==> config.mk <==
export PLATFORM = sky130hd
export DESIGN_NAME = char_lcd_expander_byte_stream_top
export DESIGN_NICKNAME = d
export VERILOG_FILES = /design/src/design/clcd_pkg.sv /design/src/design/clcd_front.sv /design/src/design/clcd_queue.sv /design/src/design/clcd_back.sv /design/src/design/char_lcd_expander_byte_stream_top.sv
export SDC_FILE = /design/constraint.sdc
export NUM_CORES = 1
export LEC_CHECK = 0
export BUFFER_PORTS_ARGS = -buffer_cell sky130_fd_sc_hd__buf_2
export CAP_MARGIN = 5
export CORE_ASPECT_RATIO = 1.5
export CORE_MARGIN = 5
export CORE_UTILIZATION = 40
export DETAILED_ROUTE_END_ITERATION = 6
export SYNTH_ARGS = -nofsm -noshare
export SYNTH_HDL_FRONTEND = slang
export SYNTH_SLANG_ARGS = --single-unit
==> constraint.sdc <==
create_clock -name i_clk -period 8.4 [get_ports i_clk]
set_clock_uncertainty 0.1 [all_clocks]
set_input_delay 2.52 -clock i_clk [delete_from_list [all_inputs] [get_ports i_clk]]
set_output_delay 2.52 -clock i_clk [all_outputs]
set_load 0.01 [all_outputs]
==> src/design/clcd_pkg.sv <==
// Shared types and constants for the character-LCD expander byte stream block.
// No dependencies; every other design file uses this package.
package clcd_pkg;

    localparam logic [1:0] REQ_PUT_CHAR = 2'd0;
    localparam logic [1:0] REQ_MOVE     = 2'd1;
    localparam logic [1:0] REQ_CLEAR    = 2'd2;
    localparam logic [1:0] REQ_RAW      = 2'd3;

    localparam logic [1:0] CFG_LINE_COUNT   = 2'd0;
    localparam logic [1:0] CFG_COLUMN_COUNT = 2'd1;
    localparam logic [1:0] CFG_BACKLIGHT    = 2'd2;

    localparam logic [7:0] CHAR_NEWLINE  = 8'h0a;
    localparam logic [7:0] CMD_CLEAR     = 8'h01;
    localparam logic [7:0] CMD_HOME      = 8'h02;
    localparam logic [7:0] CMD_SET_DDRAM = 8'h80;
    localparam logic [7:0] ROW_ODD_OFFS  = 8'h40;

    typedef struct packed {
        logic [1:0] req_type;
        logic [7:0] char_code;
        logic [5:0] column;
        logic [1:0] row;
        logic [7:0] command_byte;
    } t_req;

    typedef struct packed {
        logic [7:0] expander_byte;
        logic       long_wait;
        logic       last;
    } t_res;

    // One request's controller bytes: first byte with its RS, optional second command.
    typedef struct packed {
        logic       two;
        logic [7:0] byte0;
        logic       rs0;
        logic [7:0] byte1;
        logic       backlight;
    } t_entry;

    function automatic logic [7:0] ddram_cmd(input logic [6:0] col, input logic [2:0] row,
                                             input logic [5:0] col_count);
        logic [7:0] addr;
        addr = {2'b00, col[5:0]};
        if (row[0]) addr = addr + ROW_ODD_OFFS;
        if (row[1]) addr = addr + {2'b00, col_count};
        return addr | CMD_SET_DDRAM;
    endfunction

endpackage

==> src/design/clcd_front.sv <==
// Front end: configuration registers, cursor tracking and request classification.
// Depends on clcd_pkg.
module clcd_front (
    input  logic                i_clk,
    input  logic                i_rst_n,
    input  logic                i_cfg_we,
    input  logic [1:0]          i_cfg_idx,
    input  logic [5:0]          i_cfg_data,
    input  logic                i_take,
    input  clcd_pkg::t_req      i_req,
    output clcd_pkg::t_entry    o_entry
);
    import clcd_pkg::*;

    logic [2:0] r_line_count;
    logic [5:0] r_column_count;
    logic       r_backlight;
    logic [6:0] r_col, n_col;
    logic [2:0] r_row, n_row;

    logic [6:0] col_inc;
    logic [6:0] col_put;
    logic [2:0] row_adv;
    logic [2:0] row_put;
    logic       wrap;

    always_comb begin
        col_inc = (i_req.char_code == CHAR_NEWLINE) ? {1'b0, r_column_count} : r_col + 7'd1;
        wrap    = col_inc >= {1'b0, r_column_count};
        col_put = wrap ? 7'd0 : col_inc;
        row_adv = wrap ? r_row + 3'd1 : r_row;
        row_put = (row_adv >= r_line_count) ? 3'd0 : row_adv;
    end

    always_comb begin
        n_col             = r_col;
        n_row             = r_row;
        o_entry.two       = 1'b0;
        o_entry.byte0     = i_req.command_byte;
        o_entry.rs0       = 1'b0;
        o_entry.byte1     = CMD_HOME;
        o_entry.backlight = r_backlight;
        unique case (i_req.req_type)
            REQ_PUT_CHAR: begin
                n_col = col_put;
                n_row = row_put;
                if (i_req.char_code == CHAR_NEWLINE) begin
                    o_entry.byte0 = ddram_cmd(col_put, row_put, r_column_count);
                end else begin
                    o_entry.two   = 1'b1;
                    o_entry.byte0 = i_req.char_code;
                    o_entry.rs0   = 1'b1;
                    o_entry.byte1 = ddram_cmd(col_put, row_put, r_column_count);
                end
            end
            REQ_MOVE: begin
                n_col         = {1'b0, i_req.column};
                n_row         = {1'b0, i_req.row};
                o_entry.byte0 = ddram_cmd({1'b0, i_req.column}, {1'b0, i_req.row},
                                          r_column_count);
            end
            REQ_CLEAR: begin
                n_col         = 7'd0;
                n_row         = 3'd0;
                o_entry.two   = 1'b1;
                o_entry.byte0 = CMD_CLEAR;
                o_entry.byte1 = CMD_HOME;
            end
            REQ_RAW: begin
                o_entry.byte0 = i_req.command_byte;
            end
            default: begin
                o_entry.byte0 = i_req.command_byte;
            end
        endcase
    end

    always_ff @(posedge i_clk) begin
        if (!i_rst_n) begin
            r_line_count   <= 3'd2;
            r_column_count <= 6'd16;
            r_backlight    <= 1'b1;
            r_col          <= 7'd0;
            r_row          <= 3'd0;
        end else begin
            if (i_cfg_we) begin
                unique case (i_cfg_idx)
                    CFG_LINE_COUNT:   r_line_count   <= i_cfg_data[2:0];
                    CFG_COLUMN_COUNT: r_column_count <= i_cfg_data;
                    CFG_BACKLIGHT:    r_backlight    <= i_cfg_data[0];
                    default: ;
                endcase
            end
            if (i_take) begin
                r_col <= n_col;
                r_row <= n_row;
            end
        end
    end

endmodule

==> src/design/clcd_queue.sv <==
// Short register queue of request entries between front and back ends.
// Depends on clcd_pkg.
module clcd_queue #(
    parameter int DEPTH = 4
) (
    input  logic              i_clk,
    input  logic              i_rst_n,
    input  logic              i_wr,
    input  clcd_pkg::t_entry  i_data,
    output logic              o_full,
    input  logic              i_rd,
    output clcd_pkg::t_entry  o_data,
    output logic              o_empty
);
    import clcd_pkg::*;

    localparam int PTR_W = (DEPTH > 1) ? $clog2(DEPTH) : 1;
    localparam int CNT_W = $clog2(DEPTH + 1);

    t_entry             r_mem [DEPTH];
    logic [PTR_W-1:0]   r_wr_ptr;
    logic [PTR_W-1:0]   r_rd_ptr;
    logic [CNT_W-1:0]   r_count;

    assign o_full  = (r_count == CNT_W'(DEPTH));
    assign o_empty = (r_count == '0);
    assign o_data  = r_mem[r_rd_ptr];

    always_ff @(posedge i_clk) begin
        if (i_wr) r_mem[r_wr_ptr] <= i_data;
    end

    always_ff @(posedge i_clk) begin
        if (!i_rst_n) begin
            r_wr_ptr <= '0;
            r_rd_ptr <= '0;
            r_count  <= '0;
        end else begin
            if (i_wr) r_wr_ptr <= (r_wr_ptr == PTR_W'(DEPTH - 1)) ? '0 : r_wr_ptr + 1'b1;
            if (i_rd) r_rd_ptr <= (r_rd_ptr == PTR_W'(DEPTH - 1)) ? '0 : r_rd_ptr + 1'b1;
            if (i_wr && !i_rd)      r_count <= r_count + 1'b1;
            else if (!i_wr && i_rd) r_count <= r_count - 1'b1;
        end
    end

endmodule

==> src/design/clcd_back.sv <==
// Back end: expands each entry into nibble strobes and holds the output register.
// Depends on clcd_pkg.
module clcd_back (
    input  logic              i_clk,
    input  logic              i_rst_n,
    input  clcd_pkg::t_entry  i_entry,
    input  logic              i_avail,
    output logic              o_take,
    output clcd_pkg::t_res    o_res,
    output logic              o_empty,
    input  logic              i_pop
);
    import clcd_pkg::*;

    logic       r_busy;
    t_entry     r_entry;
    logic [2:0] r_step;
    logic       r_out_valid;
    t_res       r_out;

    logic       advance;
    logic       emit;
    logic       final_step;
    logic [7:0] val;
    logic       rs;
    logic [3:0] nib;
    t_res       res;

    always_comb begin
        advance    = !r_out_valid || i_pop;
        emit       = r_busy && advance;
        final_step = (r_step == (r_entry.two ? 3'd7 : 3'd3));
        val        = r_step[2] ? r_entry.byte1 : r_entry.byte0;
        rs         = r_step[2] ? 1'b0 : r_entry.rs0;
        nib        = r_step[1] ? val[3:0] : val[7:4];
        res.expander_byte = {nib, r_entry.backlight, !r_step[0], 1'b0, rs};
        res.long_wait     = (r_step[1:0] == 2'd3) && !rs && (val[7:2] == 6'd0);
        res.last          = final_step;
        o_take     = i_avail && (!r_busy || (emit && final_step));
    end

    assign o_res   = r_out;
    assign o_empty = !r_out_valid;

    always_ff @(posedge i_clk) begin
        if (o_take) r_entry <= i_entry;
        if (emit)   r_out   <= res;
    end

    always_ff @(posedge i_clk) begin
        if (!i_rst_n) begin
            r_busy      <= 1'b0;
            r_step      <= 3'd0;
            r_out_valid <= 1'b0;
        end else begin
            if (emit)         r_out_valid <= 1'b1;
            else if (i_pop)   r_out_valid <= 1'b0;
            if (o_take) begin
                r_busy <= 1'b1;
                r_step <= 3'd0;
            end else if (emit) begin
                r_step <= r_step + 3'd1;
                if (final_step) r_busy <= 1'b0;
            end
        end
    end

endmodule

==> src/design/char_lcd_expander_byte_stream_top.sv <==
// Top level of the character-LCD expander byte stream block.
// Depends on clcd_pkg, clcd_front, clcd_queue and clcd_back.
//
//  channel  | handshake        | payload
//  request  | push / full      | i_req  (clcd_pkg::t_req)
//  result   | pop / empty      | o_res  (clcd_pkg::t_res)
//  config   | i_cfg_we         | i_cfg_idx, i_cfg_data
//
// The back end emits one expander byte per cycle while pops keep up: 4 for move, raw and
// newline, 8 for put char and clear. A push is accepted whenever the entry queue has
// room; the queue holds QUEUE_DEPTH requests. Reset is synchronous and empties both
// sides; cursor goes to 0,0. A stalled pop holds the output byte and the back end.
module char_lcd_expander_byte_stream_top #(
    parameter int QUEUE_DEPTH = 4
) (
    input  logic             i_clk,
    input  logic             i_rst_n,
    input  logic             push,
    output logic             full,
    input  clcd_pkg::t_req   i_req,
    output logic             empty,
    input  logic             pop,
    output clcd_pkg::t_res   o_res,
    input  logic             i_cfg_we,
    input  logic [1:0]       i_cfg_idx,
    input  logic [5:0]       i_cfg_data
);
    import clcd_pkg::*;

    t_entry entry_in;
    t_entry entry_out;
    logic   take_in;
    logic   q_empty;
    logic   back_take;

    assign take_in = push && !full;

    clcd_front u_front (
        .i_clk      (i_clk),
        .i_rst_n    (i_rst_n),
        .i_cfg_we   (i_cfg_we),
        .i_cfg_idx  (i_cfg_idx),
        .i_cfg_data (i_cfg_data),
        .i_take     (take_in),
        .i_req      (i_req),
        .o_entry    (entry_in)
    );

    clcd_queue #(.DEPTH(QUEUE_DEPTH)) u_queue (
        .i_clk   (i_clk),
        .i_rst_n (i_rst_n),
        .i_wr    (take_in),
        .i_data  (entry_in),
        .o_full  (full),
        .i_rd    (back_take),
        .o_data  (entry_out),
        .o_empty (q_empty)
    );

    clcd_back u_back (
        .i_clk   (i_clk),
        .i_rst_n (i_rst_n),
        .i_entry (entry_out),
        .i_avail (!q_empty),
        .o_take  (back_take),
        .o_res   (o_res),
        .o_empty (empty),
        .i_pop   (pop)
    );

endmodule

==> results.txt, run 1 <==
outcome = completed
P_sw = 604.3 uW
final net count = 635
Synth top cells by count = 99 x edfxtp_1, 35 x ha_1, 32 x dfxtp_1
# setup viols final = 0
Seq/Total Area, Yosys = 0.5553
reg2reg path depth = 19
RSZ-0062 raised after global routing = no
# hold bufs at CTS = 0
die area = 18970 um2
vias in the first global route = 4294
DRC = 0
CTS root buffer = clkbuf_16
Synth area leaders = edfxtp_1 46%, dfxtp_1 9.8%, mux4_2 7.6%
WL per Instance = 18.49 um
1st-iter DRT viols = 188
Worst Hold Class = register to register
PostCTS Resize Cnt = 0
worst-margin pin slew = 1.216 ns
P&R area growth vs syn = 16.32%
fill count = 1513
CTS tree = done
relative slew slack = 0.1818
routed vias = 4179
total congestion overflow = 0
die height = 166.2 um
Starting Density = 0.4037
Yosys top cell by area = edfxtp_1
number of distinct library cells after synthesis = 54
critical path class = input port to register
r2r setup slk = 3.25 ns
count leader, synth = edfxtp_1
ys async rst share = 0
WP data arrival = 7.80 ns
share of layout cells above drive strength 1 = 0.2102
startpoint types = input port
setup TNS = 0 ns
postcts setup bufs = 0
die width = 114.1 um
Net Sw Frac = 0.2822
Synth top area share = 0.4568
Sequential Power Share = 0.428
GRT Resource Usage Total = 0.1581
Synthesis Warnings = 0
Worst Hold End = u_back.o_res[5]
antenna violations before repair = 0
synthesized cell area = 6507 um2
final hold vios = 0
Syn Nets = 583
CTS Sinks = 131
achievable frequency = 129.8 MHz
Worst Path Max Fanout = 17
fin crit share = 0.9173
placer congestion estimate = 0.9154
Internal = 1.537 mW
top_reg_cell synth = edfxtp_1
Worst-path clk slew = 0.06 ns
H-Tree Depth = 4
post-route minimum period = 7.705 ns
cts bufs inserted = 17
Synth Instances = 506
IR drop worst, VDD = 0.1213 mV
I/O pins = 51
num rows = 57
RR Endpoint = u_queue.r_mem[0][16]
first-pass GRT wire length = 22910 um
crit-path most repeated cell = o21ai_0
post-route setup slack = 0.6949 ns
Core ar. = 16120 um2
drt first pass iters = 5
Setup WS pre-CTS = 0.2754 ns
Reg-to-Reg Start = u_front.r_col[0]
pin count of the biggest net entering global routing = 31
drt total wl = 14360 um
Max stage delay cell, worst path = or4_1
Leak = 2.875 nW
critical path, cell by cell = buf_2, or4_1, or4_1, o21ai_0, ha_1, nand2b_1, a31oi_1, o21ai_0, a221o_2, nor2_2, ha_1, inv_1, fa_1, nor2b_1, o31a_1, o311ai_0, or3_1, a21oi_1, o21ai_0, a31oi_1
slowest cell delay on critical path = 0.68 ns
pwr dens = 282.9 nW/um2
number of synthesized register bits = 131
clock latency on the worst-skew pair = 0.41 ns
n_diodes = 0
Mapped Avg Cell Area = 12.86 um2
worst hold start = u_back.r_entry[0]
nature of the critical path endpoint = register
Comb pwr share = 0.221
CP required = 8.49 ns
Cells on Worst Hold Path = 0
Post-synth EDFFs = 99
Antenna Nets Post-Route = 0
vias per cell = 5.378
Bufs on Longest Clock Path = 2
DP HPWL = 11050 um
Final Slew Violations = 0
Clk pwr share = 0.351
Buffers on Ports = 49
Max Cap Violations = 0
stage by stage:
step / area (um2) / hold slack, ns / power (mW) / cells / utilization
2_1_floorplan: 6507 / 0.3003 / 1.260 / 506 / -
3_3_place_gp: 6963 / 0.3015 / 1.398 / 745 / 0.4320
3_5_place_dp: 6963 / 0.3146 / 1.413 / 745 / 0.4320
4_1_cts: 7570 / 0.3292 / 2.171 / 777 / 0.4696
5_1_grt: 7570 / 0.3352 / 2.256 / 777 / 0.4696
6_report: 7570 / 0.3248 / 2.142 / 777 / 0.4696
cell families after synthesis:
kind of cell	after synthesis	share of synthesized area
multiplexers	46	0.1156
other	1	0.0005763
adder cells (fa/ha/maj)	38	0.07652
flip-flops	131	0.5553
buffers and inverters	49	0.03038
AND/OR/NAND/NOR	120	0.09517
XOR/XNOR	19	0.02557
AO/OA/AOI/OAI	102	0.1009
worst max-delay path: cells and delay by family:
kind            cells  cell delay (ns)
compound gates      9             2.19
simple gates        6             2.04
buf+inv             2             0.17
fa+ha+maj           3             0.87
sequential cells by signal (all words and copies together) (netlist names), 3 cells and up:
signal,count
u_back.o_res,9
u_back.r_entry,18
u_back.r_step,3
u_front.r_col,7
u_front.r_column_count,6
u_front.r_line_count,3
u_front.r_row,3
u_queue.r_count,3
u_queue.r_mem,72
layer usage:
metal	up-vias	routed length (um)	track usage
met5	-	0	0
met4	0	601	0.07390
met3	38	453	0.03062
met2	94	7928	0.2896
met1	2048	5380	0.1712
li1	1999	-	-
cell usage in the layout (no fill, tap or decap), types with 4 or more instances in the layout:
| master | instances |
|---|---|
| o21ai_0 | 19 |
| nor3b_1 | 4 |
| mux2i_1 | 17 |
| a21o_1 | 4 |
| nand2b_1 | 7 |
| xor2_1 | 6 |
| a21oi_1 | 31 |
| a21boi_0 | 6 |
| nor3_1 | 5 |
| nor2_1 | 27 |
| ha_1 | 35 |
| mux2_2 | 5 |
| buf_4 | 7 |
| a221oi_1 | 4 |
| nand3_1 | 5 |
| a31oi_1 | 8 |
| inv_1 | 26 |
| inv_6 | 4 |
| dfxtp_1 | 32 |
| buf_2 | 49 |
| nand2_1 | 25 |
| edfxtp_1 | 99 |
| xnor2_1 | 13 |
| mux4_2 | 22 |
| nor2b_1 | 20 |
| clkbuf_16 | 17 |
| a22oi_1 | 6 |
| and2_1 | 10 |
final cells by class:
cell class | count | area [um2] | area share
sequential | 131 | 3613 | 0.4774
multi-input combinational | 326 | 2696 | 0.3562
clock buffer | 19 | 432.9 | 0.05719
timing repair buffer | 56 | 297.8 | 0.03934
tap | 206 | 257.7 | 0.03405
clock inverter | 13 | 173.9 | 0.02298
inverter | 26 | 97.59 | 0.01289
power groups by stage:
stage	logic [mW]	registers, mW	clock network (mW)
after global routing	0.530	0.928	0.797
after floorplan	0.358	0.902	0
after CTS	0.484	0.920	0.767
final	0.474	0.917	0.751
after detailed placement	0.480	0.933	0
after global placement	0.471	0.927	0
how the worst max path moves through the flow:
stage | from | endpoint | cells past startpoint
2_1_floorplan | i_req[22] | u_queue.r_mem[0][16] | 22
3_3_place_gp | i_req[22] | u_queue.r_mem[0][16] | 20
3_5_place_dp | i_req[22] | u_queue.r_mem[0][16] | 20
4_1_cts | i_req[22] | u_queue.r_mem[0][16] | 20
5_1_grt | i_req[22] | u_queue.r_mem[1][16] | 20
6_report | i_req[22] | u_queue.r_mem[0][16] | 20
Note: power is estimated with default switching activity, not from simulation.
==> run 2: changes to the inputs <==
--- a/config.mk
+++ b/config.mk
@@ -10,6 +10,7 @@
 export CORE_ASPECT_RATIO = 1.5
 export CORE_MARGIN = 5
 export CORE_UTILIZATION = 40
+export CTS_BUF_LIST = sky130_fd_sc_hd__clkbuf_8
 export DETAILED_ROUTE_END_ITERATION = 6
 export SYNTH_ARGS = -nofsm -noshare
 export SYNTH_HDL_FRONTEND = slang
==> run 2 against run 1 <==
Against the previous run: sequential cell count did not move; combinational power barely moved; hold slack improved by 0.0049 ns; critical path type unchanged.
==> results.txt, run 2 (synthesis gave the netlist of run 1 again) <==
outcome = completed
postcts setup bufs = 0 (unchanged)
footprint of the multi-input gates = 2696 um2 (unchanged)
clock latency on the worst-skew pair = 0.43 ns (+0.02 ns)
most frequent cells in the layout = 99 x edfxtp_1, 49 x buf_2, 35 x ha_1, 32 x dfxtp_1, 31 x a21oi_1
drt first pass iters = 4 (-1)
die height = 166.2 um (unchanged)
CTS root buffer = clkbuf_8
share of layout cells above drive strength 1 = 0.2102 (unchanged)
WP data arrival = 7.81 ns (about the same)
Worst-path clk slew = 0.08 ns (+0.02 ns)
num rows = 57 (unchanged)
final net count = 635 (unchanged)
antenna violations before repair = 0 (unchanged)
Tot Pwr = 1.940 mW (-9.4%)
Max Cap Violations = 0 (unchanged)
Worst Hold Class = register to register
startpoint types = input port
worst-margin pin slew = 1.167 ns (-0.04875 ns)
routed vias = 4153 (-0.62%)
Worst Path Max Fanout = 17 (unchanged)
first-pass GRT wire length = 22850 um (-0.30%)
placer congestion estimate = 0.9154 (unchanged)
vias in the first global route = 4292 (-0.047%)
drt total wl = 14320 um (-0.32%)
pwr dens = 262.9 nW/um2 (-7.1%)
pin count of the biggest net entering global routing = 31 (unchanged)
Bufs on Longest Clock Path = 2 (unchanged)
vias per cell = 5.345 (-0.62%)
commonest non-fill, non-tap cell in the layout = edfxtp_1
CTS Sinks = 131 (unchanged)
Buffers on Ports = 49 (unchanged)
relative slew slack = 0.2146 (+0.03280)
P&R area growth vs syn = 13.38%
n_diodes = 0 (unchanged)
1st-iter DRT viols = 188 (unchanged)
DRC = 0 (unchanged)
setup TNS = 0 ns (unchanged)
Final Slew Violations = 0 (unchanged)
# setup viols final = 0 (unchanged)
critical path class = input port to register
Starting Density = 0.4037 (unchanged)
total congestion overflow = 0 (unchanged)
GRT Resource Usage Total = 0.1578 (-0.0002433)
fin crit share = 0.9171 (about the same)
IR drop worst, VDD = 0.08368 mV (-31%)
post-route setup slack = 0.6961 ns (+0.001252 ns)
PostCTS Resize Cnt = 0 (unchanged)
die area = 18970 um2 (unchanged)
fill count = 1529 (+1.1%)
nature of the critical path endpoint = register
cts bufs inserted = 17 (unchanged)
post-route minimum period = 7.704 ns (-0.001252 ns)
die width = 114.1 um (unchanged)
max FFs per register = 72 (unchanged)
dpl cell area = 6963 um2 (unchanged)
CTS tree = done
H-Tree Depth = 4 (unchanged)
Leak = 2.796 nW (-2.7%)
# hold bufs at CTS = 0 (unchanged)
Final Instance Area = 7378 um2 (-2.5%)
final hold vios = 0 (unchanged)
Core ar. = 16120 um2 (unchanged)
DP HPWL = 11050 um (unchanged)
WL per Instance = 18.43 um (-0.32%)
I/O pins = 51 (unchanged)
Top reg by flops = u_queue.r_mem
FF/Latch Area = 3613 um2 (unchanged)
achievable frequency = 129.8 MHz (about the same)
Setup WS pre-CTS = 0.2754 ns (unchanged)
RSZ-0062 raised after global routing = no
CP required = 8.51 ns (+0.02 ns)
Antenna Nets Post-Route = 0 (unchanged)
[run 2: changes by cell type in the layout (fill, tap and decap cells not counted), sizes merged]
cell    previous run  this run
clkbuf            19        17
inv               30        32
[run 2: worst paths after layout]
check / start / to / depth (start not counted) / slack [ns]
setup / recovery: i_req[22] / u_queue.r_mem[0][16] / 20 / 0.70
hold / removal: u_back.r_entry[0] / u_back.o_res[5] / 0 / 0.33
setup reg to reg: u_front.r_col[0] / u_queue.r_mem[0][16] / 19 / 3.22
hold reg to reg: u_back.r_entry[0] / u_back.o_res[5] / 0 / 0.33
[run 2: critical path, cell delays in order]
cell	delay, ns
buf_2	0.11
or4_1	0.53
or4_1	0.68
o21ai_0	0.34
ha_1	0.27
nand2b_1	0.13
a31oi_1	0.19
o21ai_0	0.12
a221o_2	0.55
nor2_2	0.16
ha_1	0.20
inv_1	0.06
fa_1	0.40
nor2b_1	0.17
o31a_1	0.19
o311ai_0	0.16
or3_1	0.38
a21oi_1	0.18
o21ai_0	0.11
a31oi_1	0.36
[run 2: final cells by class]
type	count	area share
multi-input combinational	326	0.3654
clock inverter	15	0.02459
timing repair buffer	56	0.04036
sequential	131	0.4897
inverter	26	0.01323
clock buffer	17	0.03171
tap	206	0.03493
[run 2: where the power goes]
group          leakage, nW  internal, mW  switching, mW  total [mW]
Clock                0.206         0.296          0.255       0.551
Sequential            1.19         0.848         0.0684       0.916
Combinational         1.40         0.217          0.256       0.473
Total                 2.80          1.36          0.580        1.94
[run 2: routing by layer]
layer / global-route usage / up-vias / share of wire
li1: - / 1998 / -
met2: 0.2902 / 102 / 0.55
met3: 0.02953 / 31 / 0.033
met1: 0.1722 / 2022 / 0.37
met4: 0.07080 / 0 / 0.040
met5: 0 / - / 0
[run 2: stage by stage]
step                        util  cells  hold WS [ns]
after floorplan                -    506        0.3003
after global placement    0.4320    745        0.3015
after detailed placement  0.4320    745        0.3146
after CTS                 0.4578    777        0.3349
after global routing      0.4578    777        0.3418
final                     0.4578    777        0.3298
==> run 3: changes to the inputs <==
--- a/config.mk
+++ b/config.mk
@@ -5,6 +5,7 @@
 export SDC_FILE = /design/constraint.sdc
 export NUM_CORES = 1
 export LEC_CHECK = 0
+export ABC_AREA = 1
 export BUFFER_PORTS_ARGS = -buffer_cell sky130_fd_sc_hd__buf_2
 export CAP_MARGIN = 5
 export CORE_ASPECT_RATIO = 1.5
==> run 3 against run 2 <==
Against the previous run: synthesized cell count is 33% higher; wire length is 5.6% higher; sequential power is 0.9% higher; register-to-register slack better by 0.89 ns; largest power group unchanged.
==> results.txt, run 3 <==
Final Instance Area = 7336 um2 (-0.58%)
most frequent cells in the layout = 99 x edfxtp_1, 96 x nand2_1, 76 x nor2_1, 70 x inv_1, 70 x o21ai_0
Tot Pwr = 1.999 mW (+3.0%)
Cells on Worst Hold Path = 0 (unchanged)
Final Slew Violations = 0 (unchanged)
routed vias = 4843 (+17%)
Yosys top cell by area = edfxtp_1
antenna violations before repair = 0 (unchanged)
footprint of the multi-input gates = 2492 um2 (-7.6%)
CTS Sinks = 131 (unchanged)
postcts setup bufs = 0 (unchanged)
Buffers on Ports = 49 (unchanged)
max FFs per register = 72 (unchanged)
ys async rst share = 0 (unchanged)
drt first pass iters = 5 (+1)
top_reg_cell synth = edfxtp_1
clock latency on the worst-skew pair = 0.44 ns (about the same)
share of layout cells above drive strength 1 = 0.1419 (-0.06827)
CTS tree = done
1st-iter DRT viols = 233 (+24%)
worst-margin pin slew = 1.096 ns (-0.07176 ns)
Seq/Total Area, Yosys = 0.5557 (about the same)
outcome = completed
hold_ws = 0.3356 ns (+0.005767 ns)
Synth top cells by count = 99 x edfxtp_1, 96 x nand2_1, 80 x nor2_1
Synth area leaders = edfxtp_1 46%, dfxtp_1 9.9%, ha_1 6.7%
fill count = 1583 (+3.5%)
cts bufs inserted = 17 (unchanged)
vias per cell = 5.158 (-3.5%)
setup TNS = 0 ns (unchanged)
final hold vios = 0 (unchanged)
worst hold start = u_back.r_entry[0]
critical path class = input port to register
relative slew slack = 0.2688 (+0.05423)
n_diodes = 0 (unchanged)
Final Util = 0.4551 (-0.002640)
Synthesis Warnings = 0 (unchanged)
r2r setup slk = 4.11 ns (+0.89 ns)
Antenna Nets Post-Route = 0 (unchanged)
Starting Density = 0.4034 (about the same)
die width = 114.1 um (about the same)
placer congestion estimate = 0.9531 (+4.1%)
P&R area growth vs syn = 12.82%
GRT Resource Usage Total = 0.1653 (+0.007469)
total congestion overflow = 0 (unchanged)
synthesized cell area = 6502 um2 (about the same)
Worst Hold End = u_back.o_res[5]
pwr dens = 272.5 nW/um2 (+3.6%)
die height = 166.2 um (about the same)
# setup viols final = 0 (unchanged)
Mapped Avg Cell Area = 9.662 um2 (-25%)
count leader, synth = edfxtp_1
Worst-path clk slew = 0.08 ns (about the same)
RR Endpoint = u_queue.r_mem[1][12]
nature of the critical path endpoint = register
num rows = 57 (unchanged)
I/O pins = 51 (unchanged)
reg2reg path depth = 20 (+1)
DRC = 0 (unchanged)
Synth Instances = 673 (+33%)
number of distinct library cells after synthesis = 42 (-22%)
vias in the first global route = 4989 (+16%)
Core ar. = 16120 um2 (unchanged)
fin crit share = 0.7635 (-0.1536)
Worst Path Max Fanout = 11 (-6)
number of synthesized register bits = 131 (unchanged)
Reg-to-Reg Start = u_front.r_col[0]
CTS root buffer = clkbuf_8
# hold bufs at CTS = 0 (unchanged)
PostCTS Resize Cnt = 0 (unchanged)
IR drop worst, VDD = 0.1449 mV (+73%)
dpl cell area = 6923 um2 (-0.58%)
Leak = 2.964 nW (+6.0%)
RSZ-0062 raised after global routing = no
Worst Hold Class = register to register
die area = 18960 um2 (about the same)
WP data arrival = 6.54 ns (-1.27 ns)
Max Cap Violations = 0 (unchanged)
post-route minimum period = 6.413 ns (-1.291 ns)
Synth top area share = 0.4572 (about the same)
pin count of the biggest net entering global routing = 40 (+29%)
startpoint types = input port
Top reg by flops = u_queue.r_mem
final net count = 797 (+26%)
commonest non-fill, non-tap cell in the layout = edfxtp_1
Bufs on Longest Clock Path = 2 (unchanged)
achievable frequency = 155.9 MHz (+20%)
drt total wl = 15120 um (+5.6%)
WL per Instance = 16.10 um (-13%)
first-pass GRT wire length = 24470 um (+7.1%)
DP HPWL = 11410 um (+3.3%)
FF/Latch Area = 3613 um2 (unchanged)
Post-synth EDFFs = 99 (unchanged)
Syn Nets = 750 (+29%)
H-Tree Depth = 4 (unchanged)
CP required = 8.52 ns (about the same)
## run 3: cell families after synthesis
kind of cell / share of synthesized area
compound gates: 0.1341
xor+xnor: 0.01616
fa+ha+maj: 0.07658
buf+inv: 0.06254
flops: 0.5557
mux: 0.007697
other cells: 0.0005767
simple gates: 0.1466
## run 3: power breakdown
| group | switching, mW | internal (mW) |
|---|---|---|
| Clock | 0.257 | 0.296 |
| Sequential | 0.0568 | 0.867 |
| Combinational | 0.355 | 0.167 |
## run 3: metrics by stage
stage | setup slack (ns) | cells
after floorplan | 2.307 | 673
after global placement | 1.661 | 907
after detailed placement | 1.503 | 907
after CTS | 1.965 | 939
after global routing | 1.448 | 939
final | 1.987 | 939
## run 3: worst max-delay path by stage
| stage | slack [ns] | startpoint | end | depth (start not counted) |
|---|---|---|---|---|
| 2_1_floorplan | 2.31 | i_req[21] | u_queue.r_mem[0][10] | 28 |
| 3_3_place_gp | 1.66 | i_req[18] | u_queue.r_mem[0][15] | 26 |
| 3_5_place_dp | 1.50 | i_req[21] | u_queue.r_mem[3][15] | 27 |
| 4_1_cts | 1.96 | i_req[21] | u_queue.r_mem[3][15] | 27 |
| 5_1_grt | 1.45 | i_req[22] | u_queue.r_mem[0][15] | 27 |
| 6_report | 1.99 | i_req[22] | u_queue.r_mem[1][12] | 27 |
## run 3: final cells by class
type | count | share of cell area
clock inverter | 15 | 0.02439
inverter | 79 | 0.04076
sequential | 131 | 0.4926
clock buffer | 17 | 0.03189
tap | 206 | 0.03514
multi-input combinational | 440 | 0.3398
timing repair buffer | 51 | 0.03548
## run 3: worst max-delay path, cell delays in order
cell     delay (ns)
buf_2          0.11
nor2_1         0.09
and2_1         0.13
nand2_1        0.26
o21ai_0        0.43
ha_1           0.30
inv_1          0.05
nand2_1        0.04
nand2_1        0.05
nand2_1        0.05
nand2_1        0.05
nand2_1        0.04
nand2_1        0.05
nand2_1        0.04
nand2_1        0.15
nand2_4        0.12
nand2_1        0.09
xor2_1         0.16
inv_1          0.07
ha_1           0.30
a21oi_1        0.14
o21ai_0        0.09
a31oi_1        0.51
nand2_4        0.17
nand2_1        0.12
nand3_1        0.10
a21oi_1        0.30
## run 3: layer usage
metal	vias to the layer above	wire length [um]	global-route usage
met5	-	0	0
met4	0	668	0.08941
met3	40	527	0.03390
met2	111	8320	0.3090
met1	2278	5598	0.1666
li1	2414	-	-
